**src/rtl/core/lfsa_pkg.sv**
```systemverilog
// Shared types, constants and a helper function for the lowest free seat allocator.
// No dependencies; every other file in rtl/core imports this package.
package lfsa_pkg;

  // Seat count; client ids always cover the full id space
  localparam int unsigned NumSeats   = 64;
  localparam int unsigned ClientW    = 6;
  localparam int unsigned SeatW      = 6;
  localparam int unsigned NumClients = 1 << ClientW;
  localparam int unsigned MapW       = 1 << SeatW;

  // Seats that exist: the low NumSeats bits of the free map
  localparam logic [MapW-1:0] SeatMask =
    (NumSeats >= MapW) ? {MapW{1'b1}} : ((MapW'(1) << NumSeats) - MapW'(1));

  typedef enum logic [0:0] {
    ReqArrive = 1'b0,
    ReqLeave  = 1'b1
  } req_type_e;

  typedef enum logic [1:0] {
    StSeated    = 2'd0,
    StFreed     = 2'd1,
    StNoSeat    = 2'd2,
    StNotSeated = 2'd3
  } status_e;

  typedef enum logic [0:0] {
    FsmIdle = 1'b0,
    FsmExec = 1'b1
  } fsm_e;

  typedef struct packed {
    req_type_e          req_type;
    logic [ClientW-1:0] client_id;
  } lfsa_req_t;

  typedef struct packed {
    logic [SeatW-1:0] seat;
    status_e          status;
    logic             is_target;
  } lfsa_res_t;

  // Access bundle toward the seat table
  typedef struct packed {
    logic               rd_en;
    logic [ClientW-1:0] rd_addr;
    logic               wr_en;
    logic [ClientW-1:0] wr_addr;
    logic [SeatW-1:0]   wr_data;
  } seat_mem_req_t;

  // Two-level priority encoder: first nonzero byte, then first bit in it
  function automatic logic [SeatW-1:0] lowest_set(input logic [MapW-1:0] v);
    logic [7:0] grp_any;
    logic [2:0] grp;
    logic [7:0] sel;
    logic [2:0] bit_idx;
    for (int i = 0; i < 8; i++) begin
      grp_any[i] = |v[i*8 +: 8];
    end
    grp = '0;
    for (int i = 7; i >= 0; i--) begin
      if (grp_any[i]) grp = 3'(i);
    end
    sel = v[{grp, 3'b000} +: 8];
    bit_idx = '0;
    for (int i = 7; i >= 0; i--) begin
      if (sel[i]) bit_idx = 3'(i);
    end
    return {grp, bit_idx};
  endfunction

endpackage

```
**src/rtl/core/lfsa_seat_mem.sv**
```systemverilog
// Seat table: one seat number per client, synchronous registered read.
// Depends on lfsa_pkg for widths and the access bundle type.
module lfsa_seat_mem (
  input  logic                   clk_i,
  input  lfsa_pkg::seat_mem_req_t mem_req_i,
  output logic [lfsa_pkg::SeatW-1:0] rdata_o
);
  import lfsa_pkg::*;

  logic [SeatW-1:0] mem_q [NumClients];
  logic [SeatW-1:0] rdata_q;

  // Write port
  always_ff @(posedge clk_i) begin
    if (mem_req_i.wr_en) begin
      mem_q[mem_req_i.wr_addr] <= mem_req_i.wr_data;
    end
  end

  // Registered read port; data holds until the next read
  always_ff @(posedge clk_i) begin
    if (mem_req_i.rd_en) begin
      rdata_q <= mem_q[mem_req_i.rd_addr];
    end
  end

  assign rdata_o = rdata_q;

endmodule

```
**src/rtl/core/lfsa_core.sv**
```systemverilog
// Request sequencer: free-seat and seated-client maps, table read-modify-write.
// Depends on lfsa_pkg; drives the seat table in lfsa_seat_mem.
module lfsa_core (
  input  logic                         clk_i,
  input  logic                         rst_ni,
  input  logic                         in_valid_i,
  output logic                         in_stall_o,
  input  lfsa_pkg::lfsa_req_t          in_req_i,
  input  logic [lfsa_pkg::ClientW-1:0] target_client_i,
  input  logic                         res_free_i,
  output logic                         res_valid_o,
  output lfsa_pkg::lfsa_res_t          res_o,
  output lfsa_pkg::seat_mem_req_t      mem_req_o,
  input  logic [lfsa_pkg::SeatW-1:0]   mem_rdata_i
);
  import lfsa_pkg::*;

  fsm_e                 state_q, state_d;
  lfsa_req_t            req_q, req_d;
  logic [MapW-1:0]      free_q, free_d;
  logic [NumClients-1:0] seated_q, seated_d;

  logic                 accept;
  logic                 finish;
  logic [ClientW-1:0]   cid;
  logic                 is_seated;
  logic [MapW-1:0]      avail;
  logic [SeatW-1:0]     low_seat;

  assign accept    = (state_q == FsmIdle) && in_valid_i;
  assign finish    = (state_q == FsmExec) && res_free_i;
  assign cid       = req_q.client_id;
  assign is_seated = seated_q[cid];
  assign avail     = free_q & SeatMask;
  assign low_seat  = lowest_set(avail);

  // Next state
  always_comb begin
    state_d = state_q;
    unique case (state_q)
      FsmIdle: if (in_valid_i) state_d = FsmExec;
      FsmExec: if (res_free_i) state_d = FsmIdle;
      default: state_d = FsmIdle;
    endcase
  end

  // Outputs and map updates
  always_comb begin
    in_stall_o        = (state_q != FsmIdle);
    req_d             = accept ? in_req_i : req_q;
    free_d            = free_q;
    seated_d          = seated_q;
    res_valid_o       = finish;
    res_o.seat        = '0;
    res_o.status      = StNotSeated;
    res_o.is_target   = 1'b0;
    mem_req_o.rd_en   = accept;
    mem_req_o.rd_addr = in_req_i.client_id;
    mem_req_o.wr_en   = 1'b0;
    mem_req_o.wr_addr = cid;
    mem_req_o.wr_data = low_seat;

    // Resolve the held request against the maps and the table read data
    if (req_q.req_type == ReqArrive) begin
      if (is_seated) begin
        res_o.seat   = mem_rdata_i;
        res_o.status = StSeated;
      end else if (avail == '0) begin
        res_o.status = StNoSeat;
      end else begin
        res_o.seat   = low_seat;
        res_o.status = StSeated;
        if (finish) begin
          free_d[low_seat] = 1'b0;
          seated_d[cid]    = 1'b1;
          mem_req_o.wr_en  = 1'b1;
        end
      end
      res_o.is_target = (res_o.status == StSeated) && (cid == target_client_i);
    end else begin
      if (is_seated) begin
        res_o.seat   = mem_rdata_i;
        res_o.status = StFreed;
        if (finish) begin
          free_d[mem_rdata_i] = 1'b1;
          seated_d[cid]       = 1'b0;
        end
      end
    end
  end

  // Control state and maps
  always_ff @(posedge clk_i or negedge rst_ni) begin
    if (!rst_ni) begin
      state_q  <= FsmIdle;
      free_q   <= SeatMask;
      seated_q <= '0;
    end else begin
      state_q  <= state_d;
      free_q   <= free_d;
      seated_q <= seated_d;
    end
  end

  // Held request
  always_ff @(posedge clk_i) begin
    req_q <= req_d;
  end

endmodule

```
**src/rtl/core/lowest_free_seat_allocator.sv**
```systemverilog
// Lowest free seat allocator: top level with the target register and result register.
// Depends on lfsa_pkg, lfsa_core and lfsa_seat_mem.
//
// Usage:
//   Input channel (in_valid_i / in_stall_o / in_req_i) carries one arrive or
//   leave request. Output channel (out_valid_o / out_stall_i / out_res_o)
//   returns exactly one result per request: seat, status and target flag.
//   The target client register is written through cfg_valid_i / cfg_ready_o /
//   cfg_data_i; it is always ready and should only be written while idle.
// Timing:
//   The sequencer handles one request at a time and stalls the input while busy.
//   In its idle state it accepts a request and issues the seat table read; in
//   its execute state it does the map update, table write-back and result load.
// Reset:
//   All seats free, no client seated, target client 0. The seat table needs
//   no clearing; its read data is only used for a client that is seated.
// Stall:
//   A stalled result holds in the output register; the sequencer still takes
//   the next request and waits in its execute state until the register frees.
module lowest_free_seat_allocator (
  input  logic                         clk_i,
  input  logic                         rst_ni,
  input  logic                         in_valid_i,
  output logic                         in_stall_o,
  input  lfsa_pkg::lfsa_req_t          in_req_i,
  output logic                         out_valid_o,
  input  logic                         out_stall_i,
  output lfsa_pkg::lfsa_res_t          out_res_o,
  input  logic                         cfg_valid_i,
  output logic                         cfg_ready_o,
  input  logic [lfsa_pkg::ClientW-1:0] cfg_data_i
);
  import lfsa_pkg::*;

  logic [ClientW-1:0] target_q, target_d;
  logic               out_valid_q, out_valid_d;
  lfsa_res_t          out_res_q, out_res_d;

  logic               res_free;
  logic               res_valid;
  lfsa_res_t          res;
  seat_mem_req_t      mem_req;
  logic [SeatW-1:0]   mem_rdata;

  assign cfg_ready_o = 1'b1;
  assign res_free    = !out_valid_q || !out_stall_i;

  // Target client register
  assign target_d = (cfg_valid_i && cfg_ready_o) ? cfg_data_i : target_q;

  // Result register: load a new result, drop one that was taken
  always_comb begin
    out_valid_d = out_valid_q;
    out_res_d   = out_res_q;
    if (res_valid) begin
      out_valid_d = 1'b1;
      out_res_d   = res;
    end else if (!out_stall_i) begin
      out_valid_d = 1'b0;
    end
  end

  always_ff @(posedge clk_i or negedge rst_ni) begin
    if (!rst_ni) begin
      target_q    <= '0;
      out_valid_q <= 1'b0;
    end else begin
      target_q    <= target_d;
      out_valid_q <= out_valid_d;
    end
  end

  always_ff @(posedge clk_i) begin
    out_res_q <= out_res_d;
  end

  assign out_valid_o = out_valid_q;
  assign out_res_o   = out_res_q;

  lfsa_core u_core (
    .clk_i           (clk_i),
    .rst_ni          (rst_ni),
    .in_valid_i      (in_valid_i),
    .in_stall_o      (in_stall_o),
    .in_req_i        (in_req_i),
    .target_client_i (target_q),
    .res_free_i      (res_free),
    .res_valid_o     (res_valid),
    .res_o           (res),
    .mem_req_o       (mem_req),
    .mem_rdata_i     (mem_rdata)
  );

  lfsa_seat_mem u_seat_mem (
    .clk_i     (clk_i),
    .mem_req_i (mem_req),
    .rdata_o   (mem_rdata)
  );

endmodule
```
**config.mk**
```make
export PLATFORM = sky130hd
export DESIGN_NAME = lowest_free_seat_allocator
export DESIGN_NICKNAME = d
export VERILOG_FILES = /design/src/rtl/core/lfsa_pkg.sv /design/src/rtl/core/lfsa_seat_mem.sv /design/src/rtl/core/lfsa_core.sv /design/src/rtl/core/lowest_free_seat_allocator.sv
export SDC_FILE = /design/constraint.sdc
export NUM_CORES = 1
export LEC_CHECK = 0
export BUFFER_PORTS_ARGS = -buffer_cell sky130_fd_sc_hd__buf_2
export CORE_MARGIN = 2
export CORE_UTILIZATION = 46
export DETAILED_ROUTE_END_ITERATION = 10
export GPL_ROUTABILITY_DRIVEN = 0
export PLACE_DENSITY_LB_ADDON = 0.3
export SLEW_MARGIN = 10
export SYNTH_ARGS = -nofsm -noshare
export SYNTH_HDL_FRONTEND = slang
export SYNTH_SLANG_ARGS = --single-unit
export TNS_END_PERCENT = 100
```
**constraint.sdc**
```tcl
create_clock -name clk_i -period 5.3 [get_ports clk_i]
set_input_delay 0.53 -clock clk_i [delete_from_list [all_inputs] [get_ports clk_i]]
set_output_delay 0.53 -clock clk_i [all_outputs]
set_load 0.01 [all_outputs]
```
==> results of run 1 <==
==> kinds of logic (layout without fill, tap and decap cells) <==
family          count (synthesis)  count (layout)  share of synthesized area
flops                         542             542                      0.678
simple gates                  332             332                     0.0721
compound gates                262             262                     0.0737
mux                           188             188                      0.155
buf+inv                       103             183                     0.0181
xor+xnor                        6               6                    0.00227
other cells                     1               3                   0.000162
==> layout make-up <==
type                       count  share of cell area
multi-input combinational    789               0.272
clock buffer                  71              0.0553
inverter                      13             0.00198
clock inverter                28              0.0135
timing repair buffer          71              0.0203
antenna                        2            0.000193
tap                          672              0.0324
sequential                   542               0.604
==> stage by stage <==
step	hold slack [ps]	instance area, µm²	utilization	std cells	setup slack [ps]
after global placement	454	24100	0.484	2086	834
after global routing	52.9	26000	0.520	2186	372
after CTS	13.3	25900	0.520	2185	615
after floorplan	234	23100	-	1434	539
final	35.8	26000	0.521	2188	605
after detailed placement	463	24100	0.484	2086	612
==> report_power, final <==
part | switching [mW] | internal (mW)
clock network | 1.63 | 2.25
logic | 2.60 | 0.996
registers | 0.288 | 6.19
==> how the worst max path moves through the flow <==
| stage | end | from |
|---|---|---|
| after global routing | u_seat_mem.mem_q[34][1]$_DFFE_PP_ | u_core.avail[52]$_DFFE_PN1P_ |
| after global placement | out_res_o[5]$_DFFE_PP_ | u_core.avail[52]$_DFFE_PN1P_ |
| after floorplan | u_seat_mem.mem_q[0][1]$_DFFE_PP_ | u_core.avail[29]$_DFFE_PN1P_ |
| after detailed placement | out_res_o[5]$_DFFE_PP_ | u_core.avail[52]$_DFFE_PN1P_ |
| after CTS | out_res_o[5]$_DFFE_PP_ | u_core.avail[52]$_DFFE_PN1P_ |
| final | u_seat_mem.mem_q[49][1]$_DFFE_PP_ | u_core.avail[0]$_DFFE_PN1P_ |
==> critical path: stages, from the launching register on <==
cell	delay, ps
dfstp_2	390
nor4_1	610
and4_1	750
nand4_1	330
o22ai_1	330
o22ai_1	290
a2111oi_4	450
o21ai_1	240
a21oi_4	790
buf_4	330
==> cells in the final DEF, fill, tap and decap left out, types with 9 or more instances in the layout <==
| cell | Yosys | final |
|---|---|---|
| mux2i_1 | 12 | 12 |
| nand3_1 | 45 | 45 |
| mux4_2 | 132 | 132 |
| buf_4 | 2 | 40 |
| nand2_1 | 62 | 62 |
| o21ai_0 | 31 | 31 |
| nor3_1 | 27 | 27 |
| dfrtp_1 | 72 | 72 |
| nor2_1 | 100 | 96 |
| edfxtp_1 | 406 | 406 |
| and3_1 | 11 | 11 |
| o31ai_1 | 20 | 20 |
| a21oi_1 | 98 | 96 |
| nor4_1 | 18 | 18 |
| a21o_1 | 17 | 17 |
| inv_1 | 12 | 12 |
| mux2_2 | 44 | 44 |
| dfstp_2 | 64 | 64 |
| a31oi_1 | 30 | 30 |
| clkbuf_16 | 0 | 54 |
| nand2b_1 | 13 | 13 |
| a211oi_1 | 9 | 9 |
| buf_2 | 16 | 25 |
| clkbuf_1 | 60 | 15 |
==> per-layer routing <==
layer / vias up / global-route usage / wire [µm]
met5: - / 0 / 22
met4: 4 / 0.0715 / 1810
met3: 143 / 0.0529 / 4830
met2: 675 / 0.346 / 27100
met1: 7117 / 0.312 / 23800
li1: 5823 / - / -
==> metrics, run 1 <==
CTS max path bufs 3; Pwr Density 538 nW/µm²; area leader, netlist edfxtp_1; Worst EP required 5750 ps; CP endpoint kind register; Rows 82; TritonRoute pass-1 iters 6; detailed placement HPWL 37,100 µm; Reg2Reg Capture Point u_seat_mem.mem_q[49][1]$_DFFE_PP_; Worst-path clk slew 60 ps; Synth Register Bits 542; CTS tree done; drc violations 0; die height 228 µm; area of the multi-input gates 7070 µm²; Power Total 14.0 mW; Peak Freq 213 MHz; Syn. warnings 0; Fill cells 4,055; total vias in the final route 13,800; grt ovf 0; CP Class register to register; critical path startpoint category register; Synth Cell Area 23,100 µm²; leakage power 8.93 nW; initial antenna violation count 3; reg2reg path depth 9; Die Wd 228 µm; area share of the largest cell type after synthesis 0.528; total routed wirelength 57,600 µm; ys async rst share 0.251; leading post-synthesis cells by cell area edfxtp_1, mux4_2, dfrtp_1; synth unique cells 67; Rel. slew slack 0.137; Post-Syn Instances 1,434; first-pass GRT wire length 87,500 µm; r2r startpoint u_core.avail[0]$_DFFE_PN1P_; Starting Density 0.463; Post-CTS Hold Buffers 0; worst skew pair latency 620 ps; H-tree depth 2; # nets final 1,489; Core ar. 49,900 µm²; Final period util 0.886; Crit path arrival time 5150 ps; share of cells above drive strength 1 0.273; post-synthesis sequential area ratio 0.678; Final Skew 35.4 ps; number of buffers created by CTS 54; area grow syn2layout 12.3%; Post-CTS Setup Repair Bufs 0; DRT antenna net count 0; CTS Sinks 542; Hold WC Path Type primary input to async pin; syn nets 1,452; status finished clean; maximum VDD drop 0.000473 V; final hold violation count 0; Slew @ Worst Pin 1290 ps; EDFF count, synth 406; prevailing post-synth register cell edfxtp_1; syn avg cell area 16.1 µm²; IO Count 30; maximum capacitance violations 0; RSZ-0062 raised after global routing false; number of global-route vias before repair 13,800; CP Max Fanout 36; CTS root buffer clkbuf_16; fin crit period 4700 ps; setup_tns 0 ps; GRT Util Overall 0.223; endpoints failing setup 0; largest net degree at the start of global routing 91; r2r setup slk 600 ps; most instantiated cells after synthesis edfxtp_1, mux4_2, nor2_1; flip-flop and latch area 15,700 µm²; port bufs 28; die area 52,000 µm²; DR iter-0 viols 1,653; final slew viol count 0; cell with the most instances after synthesis edfxtp_1; mean number of vias per cell 6.29; Routed WL per cell 26.3 µm; post-CTS sizing 0
(Power assumes the default switching activity.)
==> run 2: changes to the inputs <==
--- a/config.mk
+++ b/config.mk
@@ -10,7 +10,6 @@
 export CORE_UTILIZATION = 46
 export DETAILED_ROUTE_END_ITERATION = 10
 export GPL_ROUTABILITY_DRIVEN = 0
-export PLACE_DENSITY_LB_ADDON = 0.3
 export SLEW_MARGIN = 10
 export SYNTH_ARGS = -nofsm -noshare
 export SYNTH_HDL_FRONTEND = slang
==> run 2 against run 1 <==
  * The run now ends with negative hold slack left
  * Sequential power about the same
  * Sequential share of layout area is 0.096 points higher
  * Routed wire length is 1.2% higher
  * Largest power group unchanged
==> metrics, run 2 (same netlist as run 1, synthesis figures left out) <==
status complete, but fails checks; failing checks negative hold slack; Die Wd 228 µm; total routed wirelength 58,300 µm; Reg2Reg Capture Point u_seat_mem.mem_q[55][1]$_DFFE_PP_; CP Class register to register; GRT Util Overall 0.226; grt ovf 0; # nets final 1,494; antenna cells 0; drc violations 0; number of buffers created by CTS 55; Post-Place Cells 2,090; CTS max path bufs 3; Hold WC Path Type primary input to async pin; largest net degree at the start of global routing 87; H-tree depth 2; area grow syn2layout 12.2%; Rows 82; fin crit period 4670 ps; DR iter-0 viols 1,367; CTS tree done; leading cell type in the layout, fill and taps excluded edfxtp_1; most frequent cells in the layout edfxtp_1, mux4_2, a21oi_1, nor2_1, dfrtp_1; IO Count 30; final core occ 0.520; Final period util 0.882; Worst-path clk slew 60 ps; Peak Freq 214 MHz; number of global-route vias before repair 13,700; reg2reg path depth 10; post-CTS sizing 0; leakage power 8.94 nW; RSZ-0062 raised after global routing false; Core ar. 49,900 µm²; die area 52,000 µm²; critical path startpoint category register; Rel. slew slack 0.140; CTS root buffer clkbuf_16; r2r startpoint u_core.avail[52]$_DFFE_PN1P_; detailed placement HPWL 38,500 µm; Routed WL per cell 26.6 µm; CP Max Fanout 76; Worst EP required 5630 ps; Crit path arrival time 5010 ps; port bufs 28; TritonRoute pass-1 iters 5; setup_tns 0 ps; Final Skew 26.0 ps; worst skew pair latency 620 ps; share of cells above drive strength 1 0.272; Power Total 13.8 mW; total vias in the final route 13,700; final slew viol count 0; maximum capacitance violations 0; mean number of vias per cell 6.24; first-pass GRT wire length 89,100 µm; Post-Layout Cell Count 2,190; initial antenna violation count 2; DRT antenna net count 0; maximum VDD drop 0.000459 V; Slew @ Worst Pin 1280 ps; Post-CTS Hold Buffers 0; r2r setup slk 630 ps; CTS Sinks 542; die height 228 µm; Post-CTS Setup Repair Bufs 0; Pwr Density 534 nW/µm²; Starting Density 0.463; CP endpoint kind register; DP Worst Slack 436 ps; setup ws final 626 ps; endpoints failing setup 0; Fin Hold WS -32.0 ps; final hold violation count 15
run 2: layout make-up:
class                   instances  area [µm²]
fillers                      4101       23900
flip-flops and latches        542       15700
multi-input cells             789        7070
clock buffers                  82        1550
well taps                     672         841
repair buffers                 75         558
clock inverters                17         176
inverters                      13        51.3
run 2: worst max path at each step:
stage                     slack (ps)  depth (start not counted)                    startpoint                                end
after floorplan                  540                         10  u_core.avail[29]$_DFFE_PN1P_   u_seat_mem.mem_q[0][1]$_DFFE_PP_
after global routing             300                         10  u_core.avail[52]$_DFFE_PN1P_  u_seat_mem.mem_q[55][1]$_DFFE_PP_
after CTS                        400                         10  u_core.avail[52]$_DFFE_PN1P_             out_res_o[5]$_DFFE_PP_
after global placement           700                         10  u_core.avail[52]$_DFFE_PN1P_             out_res_o[5]$_DFFE_PP_
after detailed placement         440                         10  u_core.avail[52]$_DFFE_PN1P_             out_res_o[5]$_DFFE_PP_
final                            630                         10  u_core.avail[52]$_DFFE_PN1P_  u_seat_mem.mem_q[55][1]$_DFFE_PP_
run 2: layer usage:
metal  GRT usage  share of wire  up-vias
met5           0        0.00045        -
met4      0.0719          0.029        4
met3      0.0416          0.074      110
met2       0.359           0.48      607
met1       0.320           0.42     7116
li1            -              -     5830
run 2: where the power goes:
group,switching [mW],internal [mW],total (mW)
logic,2.64,0.980,3.62
clock network,1.61,2.12,3.73
registers,0.293,6.19,6.48
run 2: stage by stage:
step                      hold slack [ps]  cell area (µm²)
after global placement                466            24200
after global routing                 39.6            25900
final                               -32.0            25900
after CTS                            23.2            25900
after detailed placement              472            24200
after floorplan                       234            23100
run 2: critical path, stage by stage (launching register included):
cell	delay, ps
dfstp_2	390
or4_1	550
a211oi_1	440
o2111a_2	320
nor2_4	90
inv_4	530
mux2i_1	300
a2111oi_4	530
o21ai_1	240
a21oi_4	420
buf_4	520
